`src/rtl/tdf_pkg.sv`:
```
package tdf_pkg;

	// field widths of the ports
	localparam int VALUE_W = 32;
	localparam int PRIME_W = 32;
	localparam int EXP_W   = 6;

	// defaults and fixed constants of the algorithm
	localparam int VALUE_BITS_DEF = 32;
	localparam int MAX_RESULTS    = 9;
	localparam int FIRST_DIVISOR  = 2;

	// sequencer states
	typedef enum logic [1:0] {
		ST_IDLE,
		ST_ISSUE,
		ST_WAIT
	} state_t;

endpackage

```
`src/rtl/tdf_divider.sv`:
```
// Radix-2 restoring divider: one quotient bit per cycle.
module tdf_divider #(
	parameter int W = tdf_pkg::VALUE_BITS_DEF
) (
	input  logic         clk,
	input  logic         arst_n,
	input  logic         go,
	input  logic [W-1:0] dividend,
	input  logic [W-1:0] divisor,
	output logic         done,
	output logic [W-1:0] quotient,
	output logic [W-1:0] remainder
);

	localparam int CNT_W = (W > 1) ? $clog2(W) : 1;

	logic             busy_q;
	logic             done_q;
	logic [CNT_W-1:0] cnt_q;
	logic [W-1:0]     quo_q;
	logic [W-1:0]     prem_q;
	logic [W-1:0]     dvs_q;

	logic [W:0] trial;
	logic [W:0] diff;
	logic       fits;

	// one shift-subtract step
	always_comb begin
		trial = {prem_q, quo_q[W-1]};
		diff  = trial - {1'b0, dvs_q};
		fits  = ~diff[W];
	end

	// control
	always_ff @(posedge clk or negedge arst_n) begin
		if (!arst_n) begin
			busy_q <= 1'b0;
			done_q <= 1'b0;
			cnt_q  <= '0;
		end else begin
			done_q <= 1'b0;
			if (go) begin
				busy_q <= 1'b1;
				cnt_q  <= '0;
			end else if (busy_q) begin
				if (cnt_q == CNT_W'(W - 1)) begin
					busy_q <= 1'b0;
					done_q <= 1'b1;
				end
				cnt_q <= cnt_q + 1'b1;
			end
		end
	end

	// datapath: dividend shifts out, quotient bits shift in
	always_ff @(posedge clk) begin
		if (go) begin
			quo_q  <= dividend;
			prem_q <= '0;
			dvs_q  <= divisor;
		end else if (busy_q) begin
			quo_q  <= {quo_q[W-2:0], fits};
			prem_q <= fits ? diff[W-1:0] : trial[W-1:0];
		end
	end

	assign done      = done_q;
	assign quotient  = quo_q;
	assign remainder = prem_q;

endmodule

```
`src/rtl/trial_division_factorizer_top.sv`:
```
// Channel   | Ports                          | Handshake
// ----------+--------------------------------+-----------------------------------
// command   | value                          | taken when start && !busy
// result    | prime, exponent, last          | one-cycle strobe per result
//
// Each trial divisor, and each repeat of a divisor that divides, costs one division
// on the serial divider. A 32-bit prime near 2^32 needs about 65536 trials.
// An input below two is answered in the cycle after it is taken. busy is high
// while an input is being worked; results cannot be stalled. Reset returns the
// sequencer to idle.
module trial_division_factorizer_top #(
	parameter int VALUE_BITS = tdf_pkg::VALUE_BITS_DEF
) (
	input  logic                         clk,
	input  logic                         arst_n,
	input  logic                         start,
	output logic                         busy,
	input  logic [tdf_pkg::VALUE_W-1:0]  value,
	output logic                         strobe,
	output logic [tdf_pkg::PRIME_W-1:0]  prime,
	output logic [tdf_pkg::EXP_W-1:0]    exponent,
	output logic                         last
);

	// datapath width: only the low VALUE_BITS bits of value count
	localparam int RW    = (VALUE_BITS < tdf_pkg::VALUE_W) ? VALUE_BITS : tdf_pkg::VALUE_W;
	localparam int CNT_W = $clog2(tdf_pkg::MAX_RESULTS);

	tdf_pkg::state_t state_q, state_d;

	logic [RW-1:0]               rem_q;
	logic [RW-1:0]               dvs_q;
	logic [tdf_pkg::EXP_W-1:0]   e_q;
	logic [CNT_W-1:0]            cnt_q;
	logic                        strobe_q;
	logic [tdf_pkg::PRIME_W-1:0] prime_q;
	logic [tdf_pkg::EXP_W-1:0]   exp_q;
	logic                        last_q;

	logic          accept;
	logic          tiny;
	logic          div_go;
	logic          div_done;
	logic [RW-1:0] div_quo;
	logic [RW-1:0] div_rem;
	logic [RW-1:0] value_m;

	// outcome of one division
	logic in_run;
	logic rem_zero;
	logic past_root;
	logic cap;
	logic finish;

	assign value_m = value[RW-1:0];
	assign accept  = start && !busy;
	assign tiny    = (value_m < RW'(tdf_pkg::FIRST_DIVISOR));

	always_comb begin
		in_run    = (e_q != '0);
		rem_zero  = (div_rem == '0);
		past_root = (dvs_q > div_quo);
		cap       = (cnt_q == CNT_W'(tdf_pkg::MAX_RESULTS - 1));
		if (in_run)
			finish = !rem_zero && ((rem_q == RW'(1)) || cap);
		else
			finish = past_root;
	end

	// next state
	always_comb begin
		state_d = state_q;
		case (state_q)
			tdf_pkg::ST_IDLE: begin
				if (accept && !tiny)
					state_d = tdf_pkg::ST_ISSUE;
			end
			tdf_pkg::ST_ISSUE: state_d = tdf_pkg::ST_WAIT;
			tdf_pkg::ST_WAIT: begin
				if (div_done)
					state_d = finish ? tdf_pkg::ST_IDLE : tdf_pkg::ST_ISSUE;
			end
			default: state_d = tdf_pkg::ST_IDLE;
		endcase
	end

	// state outputs
	always_comb begin
		busy   = 1'b1;
		div_go = 1'b0;
		case (state_q)
			tdf_pkg::ST_IDLE:  busy   = 1'b0;
			tdf_pkg::ST_ISSUE: div_go = 1'b1;
			tdf_pkg::ST_WAIT:  busy   = 1'b1;
			default:           busy   = 1'b0;
		endcase
	end

	always_ff @(posedge clk or negedge arst_n) begin
		if (!arst_n) begin
			state_q  <= tdf_pkg::ST_IDLE;
			strobe_q <= 1'b0;
		end else begin
			state_q  <= state_d;
			strobe_q <= 1'b0;
			if (state_q == tdf_pkg::ST_IDLE && accept && tiny)
				strobe_q <= 1'b1;
			else if (state_q == tdf_pkg::ST_WAIT && div_done) begin
				if (in_run ? !rem_zero : past_root)
					strobe_q <= 1'b1;
			end
		end
	end

	// working registers and result register
	always_ff @(posedge clk) begin
		if (state_q == tdf_pkg::ST_IDLE && accept) begin
			rem_q <= value_m;
			dvs_q <= RW'(tdf_pkg::FIRST_DIVISOR);
			e_q   <= '0;
			cnt_q <= '0;
			if (tiny) begin
				prime_q <= '0;
				exp_q   <= '0;
				last_q  <= 1'b1;
			end
		end else if (state_q == tdf_pkg::ST_WAIT && div_done) begin
			if (in_run) begin
				if (rem_zero) begin
					// divisor goes again
					rem_q <= div_quo;
					e_q   <= e_q + 1'b1;
				end else begin
					// run of this divisor ends: report it
					prime_q <= tdf_pkg::PRIME_W'(dvs_q);
					exp_q   <= e_q;
					last_q  <= finish;
					cnt_q   <= cnt_q + 1'b1;
					e_q     <= '0;
					dvs_q   <= dvs_q + 1'b1;
				end
			end else if (past_root) begin
				// divisor squared exceeds remainder: remainder is prime
				prime_q <= tdf_pkg::PRIME_W'(rem_q);
				exp_q   <= tdf_pkg::EXP_W'(1);
				last_q  <= 1'b1;
				cnt_q   <= cnt_q + 1'b1;
				rem_q   <= RW'(1);
			end else if (rem_zero) begin
				rem_q <= div_quo;
				e_q   <= tdf_pkg::EXP_W'(1);
			end else begin
				dvs_q <= dvs_q + 1'b1;
			end
		end
	end

	tdf_divider #(
		.W (RW)
	) u_div (
		.clk       (clk),
		.arst_n    (arst_n),
		.go        (div_go),
		.dividend  (rem_q),
		.divisor   (dvs_q),
		.done      (div_done),
		.quotient  (div_quo),
		.remainder (div_rem)
	);

	assign strobe   = strobe_q;
	assign prime    = prime_q;
	assign exponent = exp_q;
	assign last     = last_q;

endmodule

```
`config.mk`:
```
export PLATFORM = sky130hd
export DESIGN_NAME = trial_division_factorizer_top
export DESIGN_NICKNAME = d
export VERILOG_FILES = /design/src/rtl/tdf_pkg.sv /design/src/rtl/tdf_divider.sv /design/src/rtl/trial_division_factorizer_top.sv
export SDC_FILE = /design/constraint.sdc
export NUM_CORES = 1
export LEC_CHECK = 0
export BUFFER_PORTS_ARGS = -buffer_cell sky130_fd_sc_hd__buf_4
export CORE_MARGIN = 2
export CORE_UTILIZATION = 25
export CTS_CLUSTER_SIZE = 28
export DETAILED_ROUTE_END_ITERATION = 6
export GPL_TIMING_DRIVEN = 0
export SLEW_MARGIN = 20
export SYNTH_ARGS = -nofsm -noshare
export SYNTH_HDL_FRONTEND = slang
export SYNTH_SLANG_ARGS = --single-unit
```
`constraint.sdc`:
```
create_clock -name clk -period 5.9 [get_ports clk]
set_input_delay 0.885 -clock clk [delete_from_list [all_inputs] [get_ports clk]]
set_output_delay 0.885 -clock clk [all_outputs]
set_load 0.05 [all_outputs]
```
Word-level counts from Yosys, hierarchy flattened
Index checks and enable logic that the tools add are counted.
Storage, ports and cells
  logic and storage cells: 113
  register bits after elaboration: 219
  input bits: 35
  output and inout bits: 41
Operators by class
  reduce and logical (&&, ||, !) cells: 24
  equal/unequal tests: 11
  bitwise operators: 1
  muxes and demuxes: 55
  add/subtract/negate cells: 5
  order comparisons: 2
Operators with widths (count)
  $mux 32: 17
  $mux 6: 10
  $sub 33x32->33: 1
  $add 32x1->32 const B: 1
  $eq 32x1->1 const B: 1
  $gt 32x32->1: 1
  $logic_not 32->1: 1
  $lt 32x2->1 const B: 1
  $mux 1: 20
  $mux 4: 3
  $mux 5: 2
  $ne 2x2->1 const B: 4
  $reduce_bool 2->1: 4
  $add 6x1->6 const B: 1
  $logic_and 1x1->1: 6
  $pmux 2 s3: 1
  $reduce_and 3->1: 2
  $reduce_bool 6->1: 1
  $add 5x1->5 const B: 1
  $eq 5x5->1 const B: 1
  $add 4x1->4 const B: 1
  $eq 4x4->1 const B: 1
  $mux 2: 2
  $reduce_and 2->1: 2
  11 further kinds: 13

Logic depth before layout (Yosys ltp)
Gate-level depths: netlist (run 1).
  depth after elaboration: 8
  gate-level depth with buffers: 14
  mapped depth without buffers: 11

By module
Synthesis (run 1) repeated with hierarchy kept, for this count alone.
Second synthesis, totals
  cells, all modules: 1368
  area, all modules: 13053.8 um2
By module, submodules not included
  trial_division_factorizer_top: seq. area each 3047.9 um2, area an instance 6852.8 um2, cells an instance 779, instances 1
  tdf_divider: seq. area each 2737.6 um2, area an instance 6200.9 um2, cells an instance 589, instances 1

Worst setup path after synthesis (run 1)
Ideal clock, no wire load.
  kind: register -> register
  from: register u_div.quo_q[31] (netlist: u_div.quotient[31])
  to: register exp_q (netlist bit exponent[0]) (enable)
  data required time: 5.456 ns
  setup time: 0.444 ns
  setup slack: 1.489 ns
  path buffers: 1
  cell stages (with the launch flop): 11
  clock period less this slack: 4.411 ns
  arrival time: 3.967 ns
  path through: edfxtp_1 -> inv_1 -> ha_1 -> nand4_1 -> or2_2 -> o31ai_1 -> o21a_1 -> a21o_1 -> clkbuf_1 -> o21ai_0 -> o21bai_1
On the way
  cells in the longest elaborated chain, start to end: 3
RTL lines
  start: declaration: RTL line tdf_divider.sv:20  | logic [W-1:0] quo_q;
  start signal: assignment: RTL line tdf_divider.sv:59  | quo_q <= dividend;
  start signal: assignment: RTL line tdf_divider.sv:63  | quo_q <= {quo_q[W-2:0], fits};
  $gt 32x32->1: RTL line trial_division_factorizer_top.sv:62  | past_root = (dvs_q > div_quo);
  $reduce_bool 3->1 (no source line)
  $reduce_and 4->1 (no source line)
  end signal: assignment: RTL line trial_division_factorizer_top.sv:136  | exp_q <= e_q;
  end signal: assignment: RTL line trial_division_factorizer_top.sv:145  | exp_q <= tdf_pkg::EXP_W'(1);
  end: declaration: RTL line trial_division_factorizer_top.sv:37  | logic [tdf_pkg::EXP_W-1:0] exp_q;
No other way between the ends.
A chain may end at the register's enable or synchronous reset.

Worst setup path after layout (run 1)
  from: register dvs_q[17]
  to: register prime_q (netlist bit prime[20]) (enable)
On the way
  cells in the longest elaborated chain, start to end: 3
RTL lines
  start: declaration: RTL line trial_division_factorizer_top.sv:32  | logic [RW-1:0] dvs_q;
  start signal: assignment: RTL line trial_division_factorizer_top.sv:119  | dvs_q <= RW'(tdf_pkg::FIRST_DIVISOR);
  start signal: assignment: RTL line trial_division_factorizer_top.sv:140  | dvs_q <= dvs_q + 1'b1;
  start signal: assignment: RTL line trial_division_factorizer_top.sv:153  | dvs_q <= dvs_q + 1'b1;
  $gt 32x32->1: RTL line trial_division_factorizer_top.sv:62
  $reduce_bool 3->1 (no source line)
  $reduce_and 4->1 (no source line)
  end signal: assignment: RTL line trial_division_factorizer_top.sv:135  | prime_q <= tdf_pkg::PRIME_W'(dvs_q);
  end signal: assignment: RTL line trial_division_factorizer_top.sv:144  | prime_q <= tdf_pkg::PRIME_W'(rem_q);
  end: declaration: RTL line trial_division_factorizer_top.sv:36  | logic [tdf_pkg::PRIME_W-1:0] prime_q;
No other way between the ends.

==> results.rst, run 1 <==
.. list-table::
   :header-rows: 1

   * - Metric
     - Value
   * - Area of the mapped netlist
     - about 13000 um^2
   * - First-pass GRT wire length
     - about 62 mm
   * - Complex-gate fraction of the synthesized area
     - approximately a fifth
   * - Final max-slew violation count
     - 0
   * - Portion of the post-synthesis area used by sequential elements
     - 44.8%
   * - Shortest clock period the worst path allows after layout
     - 4.29 ns
   * - Iteration-0 DRC count of the detailed router
     - about 940
   * - Dominant combinational cell family by area after synthesis
     - simple AND/OR/NAND/NOR gates
   * - Maximum clock skew at final layout
     - 0.0208 ns
   * - Adder and majority cell fraction of the synthesized area
     - between 7 and 8%
   * - Total number of vias
     - about 11000
   * - Row cnt
     - slightly above 80
   * - Antenna violations before repair
     - 0
   * - Areal power density over the cells
     - ~220 nW/um^2
   * - Warnings, synthesis
     - 0
   * - Static leakage
     - roughly 6 nW
   * - Highest fanout seen on the critical path
     - 17
   * - Vertical die dimension
     - about 230 um
   * - TritonCTS clock tree
     - done
   * - Synth Flop Type
     - sky130_fd_sc_hd__edfxtp_1
   * - Post-synth cell types
     - 68
   * - Post-route fraction of the period consumed by the critical path
     - between 70 and 80%
   * - Quantity of I/O buffers inserted on ports
     - 75
   * - Routability congestion estimate from global placement
     - approximately 0.9
   * - Setup_tns
     - 0 ns
   * - Total iterations of the first detailed-routing run
     - 5
   * - Post-Synth XOR/XNOR Area
     - between 1.5 and 2%
   * - Count of boundary I/O pins
     - 76
   * - Mux cell area share after synthesis
     - ~1.1%
   * - Cells after Synth
     - 1452
   * - Setup violation total in the final timing report
     - 0
   * - Layout overhead on the synthesized area
     - 18.1%
   * - Die Width
     - approximately 230 um
   * - Clock Sinks
     - about 220
   * - Overall die area
     - 53500 um^2
   * - Core region area
     - roughly 51000 um^2
   * - Share of post-route cells with drive strength above 1
     - under 10%
   * - Transition at the pin with the smallest max-transition slack
     - between 0.9 and 1 ns
   * - Final Hold Vio Count
     - 0
   * - Run status
     - finished clean
   * - Post-synthesis sequential element count
     - roughly 220
   * - Ratio of routed vias to standard cells
     - a little over 5
   * - Residual DRC
     - 0
   * - Setup Buffers After CTS
     - 0
   * - Crit path kind
     - register to register
   * - Crit path arrival time
     - roughly 4.5 ns
   * - Number of enable flip-flop cells after synthesis
     - 135
   * - Overflow left after global routing
     - 0
   * - Data required time at the worst endpoint
     - 6.13 ns
   * - Highest Clock Rate
     - between 0.2 and 0.25 GHz
   * - Number of buffers created by CTS
     - 24
   * - Post-Synthesis Mean Instance Area
     - 8.90 um^2
   * - Max Cap Viol
     - 0
   * - Final design utilization
     - between 20 and 30%
   * - Syn Nets
     - approximately 1600
   * - Critical path capture point type
     - register
   * - Minimum setup slack after placement
     - between 1.5 and 2 ns
   * - Buffer cell driving the clock tree root
     - sky130_fd_sc_hd__clkbuf_16
   * - Launching element type of the critical path
     - register
   * - Placed inst area
     - 14400 um^2
   * - Pin count of the biggest net entering global routing
     - 37
   * - Count of inserted antenna diode cells
     - 0
   * - Starting density of the core
     - between 20 and 30%
   * - Clk Latency, worst-skew pair
     - between 0.5 and 0.6 ns
   * - Detailed-route wire length per cell
     - 17.6 um
   * - Peak ir drop on the vdd network
     - around 0.16 mV
   * - Simple-gate share of the synthesized area
     - approximately a fifth
   * - Worst hold-check path type
     - primary input to async pin
   * - Total routed wirelength
     - roughly 40 mm
   * - Post-Layout Inst Area
     - 15300 um^2
   * - Number of global-route vias before repair
     - around 11000
   * - H-tree Lvls
     - 1
   * - Post-CTS Hold Fix Bufs
     - 0
   * - Fraction of registers with async set or reset after synthesis
     - 4.57%
   * - Final net count
     - ~1700
   * - Number of gates resized after CTS
     - 0
   * - Global-route usage over all layers
     - between 10% and 20%
   * - Final worst-path setup slack
     - ~1.6 ns
   * - Post-CTS clock slew at the launch and capture registers of the worst setup and hold paths
     - ~0.060 ns
   * - Number of antenna-violating nets in the routed design
     - 0
   * - Detailed Place HPWL
     - about 31 mm
   * - Number of buffers between clock root and the deepest sink
     - 3
   * - Relative max-transition margin
     - around two fifths
   * - RSZ-0062 raised after global routing
     - no
cells in the mapped netlist (9+ instances only):
cell type | n | share of area [%]
sky130_fd_sc_hd__o21ai_0 | 58 | 2.2
sky130_fd_sc_hd__clkbuf_1 | 72 | 2.1
sky130_fd_sc_hd__nor2_1 | 108 | 3.1
sky130_fd_sc_hd__buf_2 | 9 | 0.35
sky130_fd_sc_hd__and3_1 | 20 | 0.97
sky130_fd_sc_hd__xor2_1 | 9 | 0.61
sky130_fd_sc_hd__or4_1 | 9 | 0.52
sky130_fd_sc_hd__nand2_1 | 208 | 6.0
sky130_fd_sc_hd__a21oi_1 | 134 | 5.2
sky130_fd_sc_hd__o21ai_1 | 20 | 0.77
sky130_fd_sc_hd__edfxtp_1 | 135 | 31
sky130_fd_sc_hd__xnor2_1 | 18 | 1.2
sky130_fd_sc_hd__mux2i_1 | 13 | 1.0
sky130_fd_sc_hd__inv_1 | 86 | 2.5
sky130_fd_sc_hd__a31o_2 | 11 | 0.75
sky130_fd_sc_hd__nand2b_1 | 18 | 0.87
sky130_fd_sc_hd__nor3_1 | 17 | 0.66
sky130_fd_sc_hd__ha_1 | 75 | 7.3
sky130_fd_sc_hd__nand3_1 | 40 | 1.5
sky130_fd_sc_hd__nand4_1 | 35 | 1.7
sky130_fd_sc_hd__a311oi_1 | 20 | 1.4
sky130_fd_sc_hd__nor4_1 | 29 | 1.4
sky130_fd_sc_hd__a21o_1 | 28 | 1.6
sky130_fd_sc_hd__dfxtp_1 | 74 | 11
sky130_fd_sc_hd__or3_1 | 17 | 0.82
sky130_fd_sc_hd__o211ai_1 | 20 | 1.2
sky130_fd_sc_hd__o31ai_1 | 41 | 2.4
sky130_fd_sc_hd__dfrtp_1 | 10 | 1.9
sky130_fd_sc_hd__and2_1 | 11 | 0.53
power by group:
part / switching [mW] / leakage (nW) / internal, mW
registers: 0 / 1.89 / 1.61
logic: 0.00992 / 3.65 / 0.0154
clock network: 0.646 / 0.423 / 1.01
area by class of cell:
cell class              instances  area, um^2
clock inverters                17         228
multi-input cells            1055        6450
fillers                      5350       35900
inverters                      86         323
well taps                     680         851
plain buffers                  92         379
flip-flops and latches        219        5790
clock buffers                  27         643
repair buffers                 77         606
worst paths after layout:
check / start / end / slack (ns) / cells after the start
max: dvs_q[17] / prime[20] / 1.61 / 11
min: arst_n / strobe / 0.19 / 1
max reg2reg: dvs_q[17] / prime[20] / 1.61 / 11
min reg2reg: cnt_q[3] / cnt_q[3] / 0.51 / 2
max in group asynchronous: arst_n / u_div.busy_q / 5.56 / 1
min in group clk: cnt_q[3] / cnt_q[3] / 0.51 / 2
metal layers:
layer,GRT usage (%),wire (um),vias to the layer above
met1,18.7,17400,5496
li1,-,-,5527
met4,6.17,1490,0
met5,0,0,-
met3,1.87,2120,81
met2,24.2,18600,379
cells in the final DEF (no fill, tap or decap), types with 18 or more instances in the layout:
cell type and instances:
sky130_fd_sc_hd__clkbuf_1 73, sky130_fd_sc_hd__buf_4 75, sky130_fd_sc_hd__nand4_1 35, sky130_fd_sc_hd__inv_1 85
sky130_fd_sc_hd__a21o_1 28, sky130_fd_sc_hd__nor4_1 29, sky130_fd_sc_hd__a311oi_1 20, sky130_fd_sc_hd__nand2b_1 18
sky130_fd_sc_hd__o21ai_1 20, sky130_fd_sc_hd__clkbuf_16 25, sky130_fd_sc_hd__nor2_1 108, sky130_fd_sc_hd__o21ai_0 58
sky130_fd_sc_hd__ha_1 74, sky130_fd_sc_hd__o211ai_1 20, sky130_fd_sc_hd__xnor2_1 18, sky130_fd_sc_hd__dfxtp_1 74
sky130_fd_sc_hd__a21oi_1 134, sky130_fd_sc_hd__o31ai_1 41, sky130_fd_sc_hd__nand3_1 40, sky130_fd_sc_hd__nand2_1 207
sky130_fd_sc_hd__edfxtp_1 135, sky130_fd_sc_hd__and3_1 20
flip-flops by register name (all words and copies together) (netlist names):
| signal | cells |
|---|---|
| dvs_q | 32 |
| prime | 32 |
| rem_q | 32 |
| u_div.dvs_q | 32 |
| u_div.quotient | 32 |
| u_div.remainder | 32 |
| e_q | 6 |
| exponent | 6 |
| u_div.cnt_q | 5 |
| cnt_q | 4 |
| state_q | 2 |
| last | 1 |
| strobe | 1 |
| u_div.busy_q | 1 |
| u_div.done | 1 |
critical path, stage by stage, from the launching register on:
cell and delay [ns]:
sky130_fd_sc_hd__dfxtp_1 0.44, sky130_fd_sc_hd__ha_1 0.37, sky130_fd_sc_hd__nand4_1 0.12, sky130_fd_sc_hd__nor4_1 0.45
sky130_fd_sc_hd__and2_1 0.19, sky130_fd_sc_hd__clkbuf_1 0.26, sky130_fd_sc_hd__a21o_1 0.28, sky130_fd_sc_hd__clkbuf_1 0.55
sky130_fd_sc_hd__o21ai_0 0.37, sky130_fd_sc_hd__o21bai_4 0.55, sky130_fd_sc_hd__buf_16 0.22, sky130_fd_sc_hd__buf_8 0.17
stage by stage:
step	hold WS [ns]	instances	power, mW
after floorplan	0.435	1452	1.64
final	0.189	2253	3.29
after global placement	0.465	2207	1.66
after detailed placement	0.498	2209	1.66
after global routing	0.177	2253	3.37
after CTS	0.179	2253	3.31
cell families (layout without fill, tap and decap cells):
logic type	count (synthesis)	in the layout
AND/OR/NAND/NOR	539	539
AO/OA/AOI/OAI	399	399
XOR/XNOR	27	27
flip-flops	219	219
adder cells (fa/ha/maj)	76	76
buffers and inverters	178	299
multiplexers	14	14
(Power assumes the default switching activity.)
==> run 2, diff against run 1 <==
--- a/config.mk
+++ b/config.mk
@@ -5,6 +5,7 @@
 export SDC_FILE = /design/constraint.sdc
 export NUM_CORES = 1
 export LEC_CHECK = 0
+export ABC_AREA = 1
 export BUFFER_PORTS_ARGS = -buffer_cell sky130_fd_sc_hd__buf_4
 export CORE_MARGIN = 2
 export CORE_UTILIZATION = 25
==> constraint.sdc (replaced) <==
create_clock -name clk -period 3.85 [get_ports clk]
set_input_delay 0.5775 -clock clk [delete_from_list [all_inputs] [get_ports clk]]
set_output_delay 0.5775 -clock clk [all_outputs]
set_load 0.05 [all_outputs]
==> run 2 against run 1 <==
  * Via count rose by 6.2%
  * Global-route usage grew 0.37 points
  * Cell count is 14% higher
  * Maximum frequency rose by 26%
  * Wire length grew 6.3%
  * Clock skew down 0.0042 ns
  * Synthesized cell count grew 20%
  * Critical endpoint is now prime[22]
  * Largest cell class unchanged
==> results.rst, run 2 <==
.. list-table::
   :header-rows: 1

   * - Metric
     - Value
   * - Post-synthesis sequential element count
     - around 220
   * - Tot Pwr
     - approximately 13 mW
   * - Fraction of registers with async set or reset after synthesis
     - about 4.6%
   * - Number of buffers created by CTS
     - 25
   * - Number of enable flip-flop cells after synthesis
     - about 140
   * - Cells along the critical path
     - inv_1 > ha_1 > inv_1 > nand2_1 > nor2_2 > clkbuf_1 > nand2_1 > o21ai_4 > buf_16 > buf_16
   * - Logic gate share of total power
     - between 50 and 60%
   * - Layout overhead on the synthesized area
     - 17.8%
   * - Clock Sinks
     - 219
   * - Complex-gate fraction of the synthesized area
     - 11.4%
   * - Highest cell delay on the worst timing path
     - roughly 0.66 ns
   * - Antenna violations before repair
     - 0
   * - Setup Buffers After CTS
     - 0
   * - Run status
     - finished clean
   * - Post-Synthesis Mean Instance Area
     - 7.79 um^2
   * - Final net count
     - just under 2000
   * - Highest Clock Rate
     - ~0.29 GHz
   * - Count of buffering cells on the critical path with inverters included
     - 5
   * - Cell internal pwr
     - between 7 and 8 mW
   * - Minimum setup slack after placement
     - around 0.12 ns
   * - Syn Nets
     - between 1500 and 2000
   * - Die Width
     - around 240 um
   * - Core region area
     - approximately 54000 um^2
   * - First-pass GRT wire length
     - 66.2 mm
   * - Post-synth cell types
     - between 40 and 50
   * - Final Hold Vio Count
     - 0
   * - H-tree Lvls
     - 1
   * - Residual DRC
     - 0
   * - Global-route usage over all layers
     - 14.8%
   * - Transition at the pin with the smallest max-transition slack
     - a little under 0.8 ns
   * - Total number of vias
     - around 12000
   * - Detailed-route wire length per cell
     - 16.5 um
   * - Number of global-route vias before repair
     - between 10000 and 15000
   * - Static leakage
     - roughly 6.6 nW
   * - Switch share
     - between 40 and 50%
   * - Crit path arrival time
     - between 3 and 4 ns
   * - Share of total power in the clock network
     - 19.7%
   * - Count of boundary I/O pins
     - 76
   * - Most numerous cell types in the synthesized netlist
     - sky130_fd_sc_hd__nand2_1 (472), sky130_fd_sc_hd__inv_1 (179), sky130_fd_sc_hd__nor2_1 (143)
   * - Synth Flop Type
     - sky130_fd_sc_hd__edfxtp_1
   * - Dominant combinational cell family by area after synthesis
     - simple AND/OR/NAND/NOR gates
   * - Areal power density over the cells
     - 799 nW/um^2
   * - Total routed wirelength
     - around 42 mm
   * - Most common cell in the netlist
     - sky130_fd_sc_hd__nand2_1
   * - Launching element type of the critical path
     - register
   * - Clk Latency, worst-skew pair
     - 0.54 ns
   * - Row cnt
     - 85
   * - TritonCTS clock tree
     - done
   * - Data required time at the worst endpoint
     - a little over 4 ns
   * - Portion of the post-synthesis area used by sequential elements
     - between 40 and 50%
   * - Critical path capture point type
     - register
   * - Simple-gate share of the synthesized area
     - ~28%
   * - Sequential share of power
     - 29.4%
   * - Max Cap Viol
     - 0
   * - Crit path kind
     - register to register
   * - Detailed Place HPWL
     - ~33 mm
   * - Highest fanout seen on the critical path
     - 15
   * - Maximum clock skew at final layout
     - approximately 0.017 ns
   * - Iteration-0 DRC count of the detailed router
     - 900
   * - Critical-path cell with the highest stage delay
     - sky130_fd_sc_hd__clkbuf_1
   * - Post-route fraction of the period consumed by the critical path
     - roughly nine tenths
   * - Non-filler cells in the finished layout
     - approximately 2600
   * - Number of antenna-violating nets in the routed design
     - 0
   * - Mux cell area share after synthesis
     - 0%
   * - Routability congestion estimate from global placement
     - about 1.0
   * - Most used cells in the layout excluding fill and tap cells
     - sky130_fd_sc_hd__nand2_1 (471), sky130_fd_sc_hd__inv_1 (178), sky130_fd_sc_hd__nor2_1 (142)
   * - Dpl cells
     - 2512
   * - Number of buffers between clock root and the deepest sink
     - 3
   * - Kind of cell with the highest combined delay on the critical path
     - buffers and inverters
   * - Pin count of the biggest net entering global routing
     - 33
   * - Count of inserted antenna diode cells
     - 0
   * - Warnings, synthesis
     - 0
   * - Post-CTS clock slew at the launch and capture registers of the worst setup and hold paths
     - ~0.06 ns
   * - Area of the mapped netlist
     - 13500 um^2
   * - Shortest clock period the worst path allows after layout
     - ~3.4 ns
   * - Worst hold-check path type
     - primary input to register
   * - Leading cell type in the layout, fill and taps excluded
     - sky130_fd_sc_hd__nand2_1
   * - Synth top area share
     - between 20% and 30%
   * - Relative max-transition margin
     - between 40 and 50%
   * - Share of post-route cells with drive strength above 1
     - between 10 and 15%
   * - Post-Synth XOR/XNOR Area
     - under 10%
   * - Buffer cell driving the clock tree root
     - sky130_fd_sc_hd__clkbuf_16
   * - Final worst-path setup slack
     - roughly 0.43 ns
   * - Quantity of I/O buffers inserted on ports
     - 75
   * - Ratio of routed vias to standard cells
     - approximately 4.8
   * - Leading area contributor after synthesis
     - sky130_fd_sc_hd__edfxtp_1
   * - Overflow left after global routing
     - 0
   * - Vertical die dimension
     - 237 um
   * - Starting density of the core
     - about 25%
   * - Overall die area
     - 56000 um^2
   * - Peak ir drop on the vdd network
     - roughly 0.35 mV
   * - Total iterations of the first detailed-routing run
     - 5
   * - Net switching power figure
     - 5.65 mW
   * - Cells after Synth
     - 1738
   * - RSZ-0062 raised after global routing
     - no
   * - Setup violation total in the final timing report
     - 0
   * - Adder and majority cell fraction of the synthesized area
     - between 7 and 8%
   * - Final design utilization
     - a little under 30%
   * - Final max-slew violation count
     - 0
   * - Area contributors post-synth
     - sky130_fd_sc_hd__edfxtp_1 (30%), sky130_fd_sc_hd__nand2_1 (13%), sky130_fd_sc_hd__dfxtp_1 (11%), sky130_fd_sc_hd__ha_1 (6.9%), sky130_fd_sc_hd__inv_1 (5.0%)
-- run 2: cell types whose count changed after synthesis, moves of 24 or more --
cell                       change
sky130_fd_sc_hd__nand2_1     +264
sky130_fd_sc_hd__nand3_1      +57
sky130_fd_sc_hd__a21o_1       -24
sky130_fd_sc_hd__a21oi_1      -25
sky130_fd_sc_hd__o31ai_1      -41
sky130_fd_sc_hd__inv_1        +93
sky130_fd_sc_hd__clkbuf_1     -36
sky130_fd_sc_hd__nor2_1       +35
sky130_fd_sc_hd__o21ai_0      +70
-- run 2: final timing paths --
| check | cells after the start | endpoint | startpoint | slack, ns |
|---|---|---|---|---|
| max reg2reg | 10 | prime[22] | state_q[0] | 0.43 |
| max | 10 | prime[22] | state_q[0] | 0.43 |
| min | 3 | rem_q[11] | value[11] | 0.33 |
| max in group asynchronous | 2 | u_div.busy_q | arst_n | 3.27 |
| min in group asynchronous | 2 | u_div.cnt_q[2] | arst_n | 0.44 |
| min reg2reg | 2 | u_div.remainder[4] | u_div.remainder[4] | 0.47 |
-- run 2: kinds of logic after synthesis --
group	Yosys count
AND/OR/NAND/NOR	860
AO/OA/AOI/OAI	284
adder cells (fa/ha/maj)	76
XOR/XNOR	49
buffers and inverters	250
flip-flops	219
-- run 2: final cells by class --
cell class | instances | area, um^2
multi-input cells | 1269 | 6740
fillers | 5728 | 37800
clock buffers | 32 | 714
inverters | 184 | 691
plain buffers | 66 | 332
repair buffers | 79 | 648
clock inverters | 13 | 153
flip-flops and latches | 219 | 5790
well taps | 696 | 871
-- run 2: metrics by stage --
| stage | hold WS [ns] | setup TNS [ns] | instance area [um^2] |
|---|---|---|---|
| global placement | 0.412 | -70.47 | 15000 |
| detailed placement | 0.415 | 0 | 15100 |
| floorplan | 0.282 | 0 | 13500 |
| CTS | 0.308 | 0 | 15900 |
| global route | 0.326 | 0 | 15900 |
| finish | 0.328 | 0 | 15900 |
-- run 2: power groups by stage --
stage / registers, mW / clock network, mW / logic (mW)
after detailed placement: 3.78 / 0 / 6.40
after global placement: 3.77 / 0 / 6.32
after CTS: 3.74 / 2.57 / 6.45
after floorplan: 3.66 / 0 / 4.72
after global routing: 3.82 / 2.65 / 7.31
final: 3.75 / 2.50 / 6.48
-- run 2: timing repair --
item | CTS | global route
gates resized for setup | 0 | 1
hold endpoints to repair | 10 | 0
endpoints found under the setup margin | 0 | 15
hold buffers | 1 | 0
-- run 2: tightest hold or removal path: stages --
cell	delay [ns]
sky130_fd_sc_hd__buf_4	0.08
sky130_fd_sc_hd__nand2_1	0.04
sky130_fd_sc_hd__o21ai_0	0.05
-- run 2: layer usage --
layer | GRT usage (%) | vias to the layer above | wire length (um)
met1 | 19.4 | 5698 | 18700
met2 | 25.4 | 366 | 19900
met3 | 1.50 | 68 | 2120
met5 | 0 | - | 0
met4 | 5.26 | 0 | 1360
li1 | - | 6067 | -
